$ cat src/rtl/pwmosc_pkg.sv
// ----------------------------------------------------------------------------
// pwmosc_pkg: shared types and constants of the smoothed PWM oscillator
// Widths of the smoothed state, fixed-point scaling, reset values and
// configuration register indexes.
// ----------------------------------------------------------------------------
`timescale 1ns / 1ps
`default_nettype none

package pwmosc_pkg;

   // Sample rate that sets the reset increment (100 Hz tone).
   localparam int SAMPLE_RATE = 44100;

   // Extra fraction bits carried by the smoothed values.
   localparam int FRAC_EXTRA = 16;

   // Field widths.
   localparam int TINC_W   = 31;
   localparam int TDUTY_W  = 17;
   localparam int COEFF_W  = 16;
   localparam int VOLUME_W = 15;
   localparam int SAMPLE_W = 16;
   localparam int PHASE_W  = 32;

   // Smoothed state widths: increment Q0.48, duty Q1.32.
   localparam int SMOOTH_W = 48;
   localparam int DUTY_W   = 33;

   // Product of a state difference and the coefficient.
   localparam int PROD_W = SMOOTH_W + COEFF_W;

   // Duty of one in Q1.16.
   localparam logic [TDUTY_W-1:0] DUTY_ONE = TDUTY_W'(65536);

   // Reset values of the state and the configuration registers.
   localparam logic [63:0] INC_RESET_WIDE =
      ((64'd100 << 48) + 64'(SAMPLE_RATE / 2)) / 64'(SAMPLE_RATE);
   localparam logic [SMOOTH_W-1:0] INC_RESET  = INC_RESET_WIDE[SMOOTH_W-1:0];
   localparam logic [DUTY_W-1:0]   DUTY_RESET = DUTY_W'(64'd1 << 31);
   localparam logic [COEFF_W-1:0]  COEFF_RESET  = COEFF_W'(66);
   localparam logic [VOLUME_W-1:0] VOLUME_RESET = VOLUME_W'(16384);

   // Configuration port.
   localparam int CSR_IDX_W  = 1;
   localparam int CSR_DATA_W = 16;

   typedef enum logic [CSR_IDX_W-1:0] {
      CSR_SMOOTHING_COEFF = 1'b0,
      CSR_VOLUME          = 1'b1
   } csr_index_type;

endpackage

`default_nettype wire

$ cat src/rtl/pwmosc_pole.sv
// ----------------------------------------------------------------------------
// pwmosc_pole: one step of a one-pole smoothing filter
// Moves the state toward the target by floor(|target - state| * k / 2^16),
// truncated toward zero, so the result never passes the target.
// ----------------------------------------------------------------------------
`timescale 1ns / 1ps
`default_nettype none

module pwmosc_pole (
   input  wire logic [pwmosc_pkg::SMOOTH_W-1:0] state_value,
   input  wire logic [pwmosc_pkg::SMOOTH_W-1:0] target_value,
   input  wire logic [pwmosc_pkg::COEFF_W-1:0]  coeff,
   output logic      [pwmosc_pkg::SMOOTH_W-1:0] next_value
);

   logic                              rising;
   logic [pwmosc_pkg::SMOOTH_W-1:0]   diff;
   logic [pwmosc_pkg::PROD_W-1:0]     product;
   logic [pwmosc_pkg::SMOOTH_W-1:0]   step;

   // Magnitude of the distance to the target and its direction.
   assign rising = (target_value >= state_value);
   assign diff   = rising ? (target_value - state_value) : (state_value - target_value);

   // Scale the distance by the coefficient, dropping the Q0.16 fraction.
   assign product = pwmosc_pkg::PROD_W'(diff) * pwmosc_pkg::PROD_W'(coeff);
   assign step    = product[pwmosc_pkg::PROD_W-1:pwmosc_pkg::COEFF_W];

   // Apply the step in the direction of the target.
   assign next_value = rising ? (state_value + step) : (state_value - step);

endmodule

`default_nettype wire

$ cat src/rtl/pwm_oscillator_smoothed_top.sv
// ----------------------------------------------------------------------------
// pwm_oscillator_smoothed_top: smoothed phase-accumulator PWM oscillator
// Each request transaction is one sample tick carrying a target increment
// and duty; each response transaction is one pulse-wave sample.
// ----------------------------------------------------------------------------
// Usage:
//   The request channel (req_valid/req_ready) takes one sample tick per
//   transaction. The response channel (rsp_valid/rsp_ready) returns exactly
//   one sample and level per request, in order.
//   An accepted request first loads the smoothing stage and then moves on
//   into the phase and compare stage, whose registers hold its response.
//   Throughput: one transaction per cycle while rsp_ready is high. The
//   smoothing filters loop through a single 48x16 multiplier each and the
//   phase accumulator through an add, so no loop holds back the next tick.
//   Stalls: when rsp_ready is low the held response stays put and the
//   smoothing stage still takes one more request; req_ready drops only
//   when both stages are full.
//   Reset (synchronous, active high) empties the pipeline, restores the
//   100 Hz increment, a duty of one half, zero phase, coefficient 66 and
//   volume 16384. Configuration writes via csr_wr_en take effect at once
//   and are meant for when the block is idle.
// ----------------------------------------------------------------------------
`timescale 1ns / 1ps
`default_nettype none

module pwm_oscillator_smoothed_top (
   input  wire logic                                  clock,
   input  wire logic                                  reset,
   // Request channel.
   input  wire logic                                  req_valid,
   output logic                                       req_ready,
   input  wire logic [pwmosc_pkg::TINC_W-1:0]         req_target_increment,
   input  wire logic [pwmosc_pkg::TDUTY_W-1:0]        req_target_duty,
   // Response channel.
   output logic                                       rsp_valid,
   input  wire logic                                  rsp_ready,
   output logic signed [pwmosc_pkg::SAMPLE_W-1:0]     rsp_sample,
   output logic                                       rsp_level,
   // Configuration port.
   input  wire logic                                  csr_wr_en,
   input  wire logic [pwmosc_pkg::CSR_IDX_W-1:0]      csr_index,
   input  wire logic [pwmosc_pkg::CSR_DATA_W-1:0]     csr_wdata
);

   // Configuration registers.
   logic [pwmosc_pkg::COEFF_W-1:0]    coeff_ff, coeff_in;
   logic [pwmosc_pkg::VOLUME_W-1:0]   volume_ff, volume_in;

   // Smoothed state and phase.
   logic [pwmosc_pkg::SMOOTH_W-1:0]   smooth_inc_ff, smooth_inc_in;
   logic [pwmosc_pkg::DUTY_W-1:0]     smooth_duty_ff, smooth_duty_in;
   logic [pwmosc_pkg::PHASE_W-1:0]    phase_ff, phase_in;

   // Pipeline valid bits and response payload.
   logic                              stage_valid_ff, stage_valid_in;
   logic                              rsp_valid_ff, rsp_valid_in;
   logic signed [pwmosc_pkg::SAMPLE_W-1:0] sample_ff, sample_in;
   logic                              level_ff, level_in;

   logic                              req_fire;
   logic                              stage_advance;
   logic [pwmosc_pkg::TDUTY_W-1:0]    duty_sat;
   logic [pwmosc_pkg::SMOOTH_W-1:0]   inc_target;
   logic [pwmosc_pkg::SMOOTH_W-1:0]   duty_target;
   logic [pwmosc_pkg::SMOOTH_W-1:0]   duty_state_wide;
   logic [pwmosc_pkg::SMOOTH_W-1:0]   inc_next;
   logic [pwmosc_pkg::SMOOTH_W-1:0]   duty_next;
   logic [pwmosc_pkg::SAMPLE_W-1:0]   volume_ext;

   // Handshake: the smoothing stage moves on when the response slot is free.
   assign stage_advance = stage_valid_ff && (!rsp_valid_ff || rsp_ready);
   assign req_ready     = !stage_valid_ff || stage_advance;
   assign req_fire      = req_valid && req_ready;

   // Configuration register decode.
   always_comb begin
      coeff_in  = coeff_ff;
      volume_in = volume_ff;
      if (csr_wr_en) begin
         unique case (pwmosc_pkg::csr_index_type'(csr_index))
            pwmosc_pkg::CSR_SMOOTHING_COEFF: begin
               coeff_in = csr_wdata[pwmosc_pkg::COEFF_W-1:0];
            end
            pwmosc_pkg::CSR_VOLUME: begin
               volume_in = csr_wdata[pwmosc_pkg::VOLUME_W-1:0];
            end
            default: begin
            end
         endcase
      end
   end

   // Targets scaled to the smoothed formats, duty saturated at one.
   assign duty_sat = (req_target_duty > pwmosc_pkg::DUTY_ONE) ? pwmosc_pkg::DUTY_ONE
                                                              : req_target_duty;
   assign inc_target  = pwmosc_pkg::SMOOTH_W'({req_target_increment,
                                               pwmosc_pkg::FRAC_EXTRA'(0)});
   assign duty_target = pwmosc_pkg::SMOOTH_W'({duty_sat, pwmosc_pkg::FRAC_EXTRA'(0)});
   assign duty_state_wide = pwmosc_pkg::SMOOTH_W'(smooth_duty_ff);

   // One-pole smoothing of increment and duty.
   pwmosc_pole u_pole_inc (
      .state_value  (smooth_inc_ff),
      .target_value (inc_target),
      .coeff        (coeff_ff),
      .next_value   (inc_next)
   );

   pwmosc_pole u_pole_duty (
      .state_value  (duty_state_wide),
      .target_value (duty_target),
      .coeff        (coeff_ff),
      .next_value   (duty_next)
   );

   // Smoothing stage: state moves on every accepted transaction.
   always_comb begin
      smooth_inc_in  = smooth_inc_ff;
      smooth_duty_in = smooth_duty_ff;
      if (req_fire) begin
         smooth_inc_in  = inc_next;
         smooth_duty_in = duty_next[pwmosc_pkg::DUTY_W-1:0];
      end
      stage_valid_in = req_fire || (stage_valid_ff && !stage_advance);
   end

   // Phase and compare stage: accumulate and form the pulse sample.
   assign volume_ext = pwmosc_pkg::SAMPLE_W'(volume_ff);

   always_comb begin
      phase_in  = phase_ff;
      sample_in = sample_ff;
      level_in  = level_ff;
      if (stage_advance) begin
         phase_in = phase_ff + smooth_inc_ff[pwmosc_pkg::SMOOTH_W-1:pwmosc_pkg::FRAC_EXTRA];
         level_in = (pwmosc_pkg::DUTY_W'(phase_in) < smooth_duty_ff);
         sample_in = level_in ? signed'(volume_ext) : -signed'(volume_ext);
      end
      rsp_valid_in = stage_advance || (rsp_valid_ff && !rsp_ready);
   end

   // Control and state registers.
   always_ff @(posedge clock) begin
      if (reset) begin
         coeff_ff       <= pwmosc_pkg::COEFF_RESET;
         volume_ff      <= pwmosc_pkg::VOLUME_RESET;
         smooth_inc_ff  <= pwmosc_pkg::INC_RESET;
         smooth_duty_ff <= pwmosc_pkg::DUTY_RESET;
         phase_ff       <= '0;
         stage_valid_ff <= 1'b0;
         rsp_valid_ff   <= 1'b0;
      end else begin
         coeff_ff       <= coeff_in;
         volume_ff      <= volume_in;
         smooth_inc_ff  <= smooth_inc_in;
         smooth_duty_ff <= smooth_duty_in;
         phase_ff       <= phase_in;
         stage_valid_ff <= stage_valid_in;
         rsp_valid_ff   <= rsp_valid_in;
      end
   end

   // Response payload registers.
   always_ff @(posedge clock) begin
      sample_ff <= sample_in;
      level_ff  <= level_in;
   end

   assign rsp_valid  = rsp_valid_ff;
   assign rsp_sample = sample_ff;
   assign rsp_level  = level_ff;

   // The request side stalls only when both stages hold a transaction.
   assert property (@(posedge clock) disable iff (reset)
      !req_ready |-> (stage_valid_ff && rsp_valid_ff && !rsp_ready))
      else $error("request stall without a full pipeline");

   // An accepted request always occupies the smoothing stage next cycle.
   assert property (@(posedge clock) disable iff (reset)
      req_fire |=> stage_valid_ff)
      else $error("accepted request lost from the smoothing stage");

   // The smoothed duty never passes one, since each step stops at the target.
   assert property (@(posedge clock) disable iff (reset)
      smooth_duty_ff <= pwmosc_pkg::DUTY_W'(64'd1 << 32))
      else $error("smoothed duty above one");

   // A fresh response carries the volume with the sign of its level.
   assert property (@(posedge clock) disable iff (reset)
      stage_advance |=> (rsp_level ? (rsp_sample == signed'(volume_ext))
                                   : (rsp_sample == -signed'(volume_ext))))
      else $error("response sample does not match level and volume");

endmodule

`default_nettype wire
$ cat config.mk
export PLATFORM = sky130hd
export DESIGN_NAME = pwm_oscillator_smoothed_top
export DESIGN_NICKNAME = d
export VERILOG_FILES = /design/src/rtl/pwmosc_pkg.sv /design/src/rtl/pwmosc_pole.sv /design/src/rtl/pwm_oscillator_smoothed_top.sv
export SDC_FILE = /design/constraint.sdc
export NUM_CORES = 2
export LEC_CHECK = 0
export BUFFER_PORTS_ARGS = -buffer_cell sky130_fd_sc_hd__buf_2
export CAP_MARGIN = 40
export CORE_MARGIN = 5
export CORE_UTILIZATION = 40
export CTS_CLUSTER_DIAMETER = 80
export DETAILED_ROUTE_END_ITERATION = 16
export HOLD_SLACK_MARGIN = 0.15
export PLACE_DENSITY = 0.62
export SETUP_SLACK_MARGIN = 0.4
export SLEW_MARGIN = 20
export SYNTH_ARGS = -nofsm -noshare
export SYNTH_HDL_FRONTEND = slang
export SYNTH_SLANG_ARGS = --single-unit
export TNS_END_PERCENT = 1
$ cat constraint.sdc
create_clock -name clock -period 26.1 [get_ports clock]
set_input_delay 5.22 -clock clock [delete_from_list [all_inputs] [get_ports clock]]
set_output_delay 5.22 -clock clock [all_outputs]
set_load 0.01 [all_outputs]
==> results_dict.tcl <==
set metrics [dict create \
    drive_above_1_share 0.0529 \
    root_buffer "clkbuf_16" \
    muxShareOfSynthArea 0.0123 \
    grt_pass1_vias 54800 \
    drt_first_pass_iters 8 \
    hold_viol 0 \
    end_kind "register" \
    worst_r2r_startpoint "smooth_inc_ff[41]$_SDFFE_PP0P_" \
    cts_buffers 17 \
    worst_pin_slew_ps 945 \
    grt_pass1_wl_mm 317 \
    placed_cell_area_um2 65300 \
    startpoint_type "input pin" \
    wl_mm 199 \
    synth_simple_gate_area_frac 0.193 \
    path_clk_slew_ps 80 \
    tritoncts "yes" \
    synth-compound-area-share 0.130 \
    core_region_area_um2 156000 \
    synth-warning-count 0 \
    clock_skew_ps 29.5 \
    io_buffer_count 88 \
    grt_use_total 0.246 \
    synth_edf_count 17 \
    htree_levels 4 \
    slowest_delay_ps 860 \
    cp.required_ps 26540 \
    arrival_ps 20870 \
    maxCapViolations 0 \
    ys_seq_elements 163 \
    fin_crit_ps 20430 \
    syn_area_per_cell_um2 8.09 \
    routedWlPerCell_um 20.6 \
    cp-startpoint "req_target_increment[25]" \
    grt_setup_unrepaired "no" \
    fp.dieH_um 405 \
    max_freq_mhz 48.9 \
    rows 145 \
    synthFlopType "dfxtp_1" \
    cts_setup_buffers 0 \
    clk_latency_ps 530 \
    holdBufCountCts 0 \
    ys_seq_area_frac 0.0549 \
    place.detailed.hpwl_mm 157 \
    drc 0 \
    dieArea_um2 164000 \
    synth_nets 9415 \
    clock_sinks 163 \
    synth_top_family_by_area "adder cells" \
    hold_class "register to register" \
    syn-instance-count 7736 \
    setup_tns_ps 0 \
    status "complete, no violations" \
    max_slew_margin 0.361 \
    postRouteAntennaNets 0 \
    slew_violations 0 \
    synth-xor-area-share 0.0447 \
    clockBufferDepth 2 \
    io_pins 89 \
    cp_slowest_cell "a2111oi_0" \
    final_cell_area_um2 66000 \
    die_w_um 405 \
    period_share 0.783 \
    worstPathMaxFanout 48 \
    grt_overflow 0 \
    nFillCells 15600 \
    synth-async-reset-ratio 0 \
    finalSetupViolations 0 \
    finalNetCount 9262 \
    area_delta_synth_final_pct 5.47 \
    critPathBufInv 9 \
    post_drt_via_cell_ratio 5.52 \
    start_util 0.401 \
    worstHoldStart "coeff_ff[12]$_SDFFE_PP0P_" \
    antenna_found_initial 4 \
    post_cts_resized 0 \
    worstSetupPathType "input pin to register" \
    drt-initial-drc-count 4166 \
    place.gp.congestion 0.956 \
    crit_family "compound AO/OA/AOI/OAI gates" \
    synth_area_um2 62600 \
    via_count 53300 \
    final_util 0.423 \
    synthAdderAreaFrac 0.460 \
    grt_max_degree 68 \
    synth_cell_type_count 103 \
]
[registers in the layout, indices dropped and copies added, names as in the netlist]
name            cells
coeff_ff           16
phase_ff           32
rsp_level           1
rsp_sample         16
rsp_valid           1
smooth_duty_ff     33
smooth_inc_ff      48
stage_valid_ff      1
volume_ff          15
[worst paths after layout]
kind                                                  endpoint  depth (start not counted)  slack, ps
worst max-delay path            smooth_inc_ff[46]$_SDFFE_PP0P_                         53       5670
worst min-delay path                 coeff_ff[12]$_SDFFE_PP0P_                          2        460
worst max register to register  smooth_inc_ff[46]$_SDFFE_PP0P_                         51       9990
worst min register to register       coeff_ff[12]$_SDFFE_PP0P_                          2        460
[logic make-up (layout without fill, tap and decap cells)]
family,Yosys count,count (layout)
adder cells (fa/ha/maj),1609,1609
AND/OR/NAND/NOR,2560,2560
flip-flops,163,163
AO/OA/AOI/OAI,1275,1275
multiplexers,70,70
buffers and inverters,1740,1600
XOR/XNOR,319,319
other,0,4
[metal layers]
metal	vias up	routed length (µm)	track usage
met5	-	0	0
met2	2026	90900	0.399
li1	24100	-	-
met4	0	7510	0.0822
met1	26800	86200	0.342
met3	321	14300	0.0298
[cell usage after synthesis, drive strengths merged (61+ instances only)]
cell,instances,share of area
inv,1346,0.081
nand2,1327,0.080
fa,1153,0.37
a21oi,463,0.037
ha,456,0.091
and2,420,0.042
clkbuf,363,0.022
nor2,231,0.014
xnor2,205,0.029
o21ai,194,0.016
a21o,172,0.021
dfxtp,146,0.047
xor2,114,0.016
nand3,98,0.0078
nor3,88,0.0072
nand4,76,0.0077
nand2b,71,0.0071
o21bai,67,0.0080
o211ai,61,0.0073
[cells in the final DEF (no fill, tap or decap), types with 25 or more instances in the layout]
| master | count |
|---|---|
| inv_1 | 1345 |
| nand2_1 | 1325 |
| fa_1 | 1153 |
| a21oi_1 | 459 |
| ha_1 | 456 |
| and2_1 | 417 |
| nor2_1 | 231 |
| xnor2_1 | 197 |
| o21ai_0 | 190 |
| a21o_1 | 172 |
| dfxtp_1 | 130 |
| buf_4 | 123 |
| xor2_1 | 112 |
| nand3_1 | 98 |
| buf_2 | 90 |
| nor3_1 | 86 |
| nand4_1 | 75 |
| nand2b_1 | 71 |
| o21bai_1 | 67 |
| o211ai_1 | 61 |
| nor2b_1 | 59 |
| a31oi_1 | 49 |
| and3_1 | 47 |
| mux2_2 | 42 |
| o21a_1 | 35 |
| o31ai_1 | 32 |
| a211oi_1 | 28 |
| or2_2 | 27 |
| or3_1 | 26 |
| mux2i_1 | 25 |
[metrics by stage]
| step | hold WS [ps] | cells | setup WS, ps |
|---|---|---|---|
| 6_report | 456 | 9658 | 5670 |
| 5_1_grt | 468 | 9654 | 4690 |
| 4_1_cts | 457 | 9651 | 5970 |
| 3_5_place_dp | 445 | 9619 | 5500 |
| 3_3_place_gp | 445 | 9610 | 5640 |
| 2_1_floorplan | 440 | 7736 | 7370 |
[tightest hold or removal path, stage by stage, from the launching register on]
cell     delay (ps)
dfxtp_2         320
nand2_1          50
a21oi_1          50
[area by class of cell]
| cell class | count | area [µm²] | area share |
|---|---|---|---|
| timing repair buffer | 222 | 1520 | 0.0230 |
| multi-input combinational | 5833 | 52700 | 0.799 |
| antenna | 4 | 10.0 | 0.000152 |
| tap | 2058 | 2570 | 0.0390 |
| clock inverter | 14 | 190 | 0.00288 |
| inverter | 1346 | 5050 | 0.0766 |
| sequential | 163 | 3480 | 0.0527 |
| clock buffer | 18 | 439 | 0.00666 |
Power is left out: the tool's default activity adds up to more than one toggle a clock period on the data nets, which glitch-free logic cannot reach.
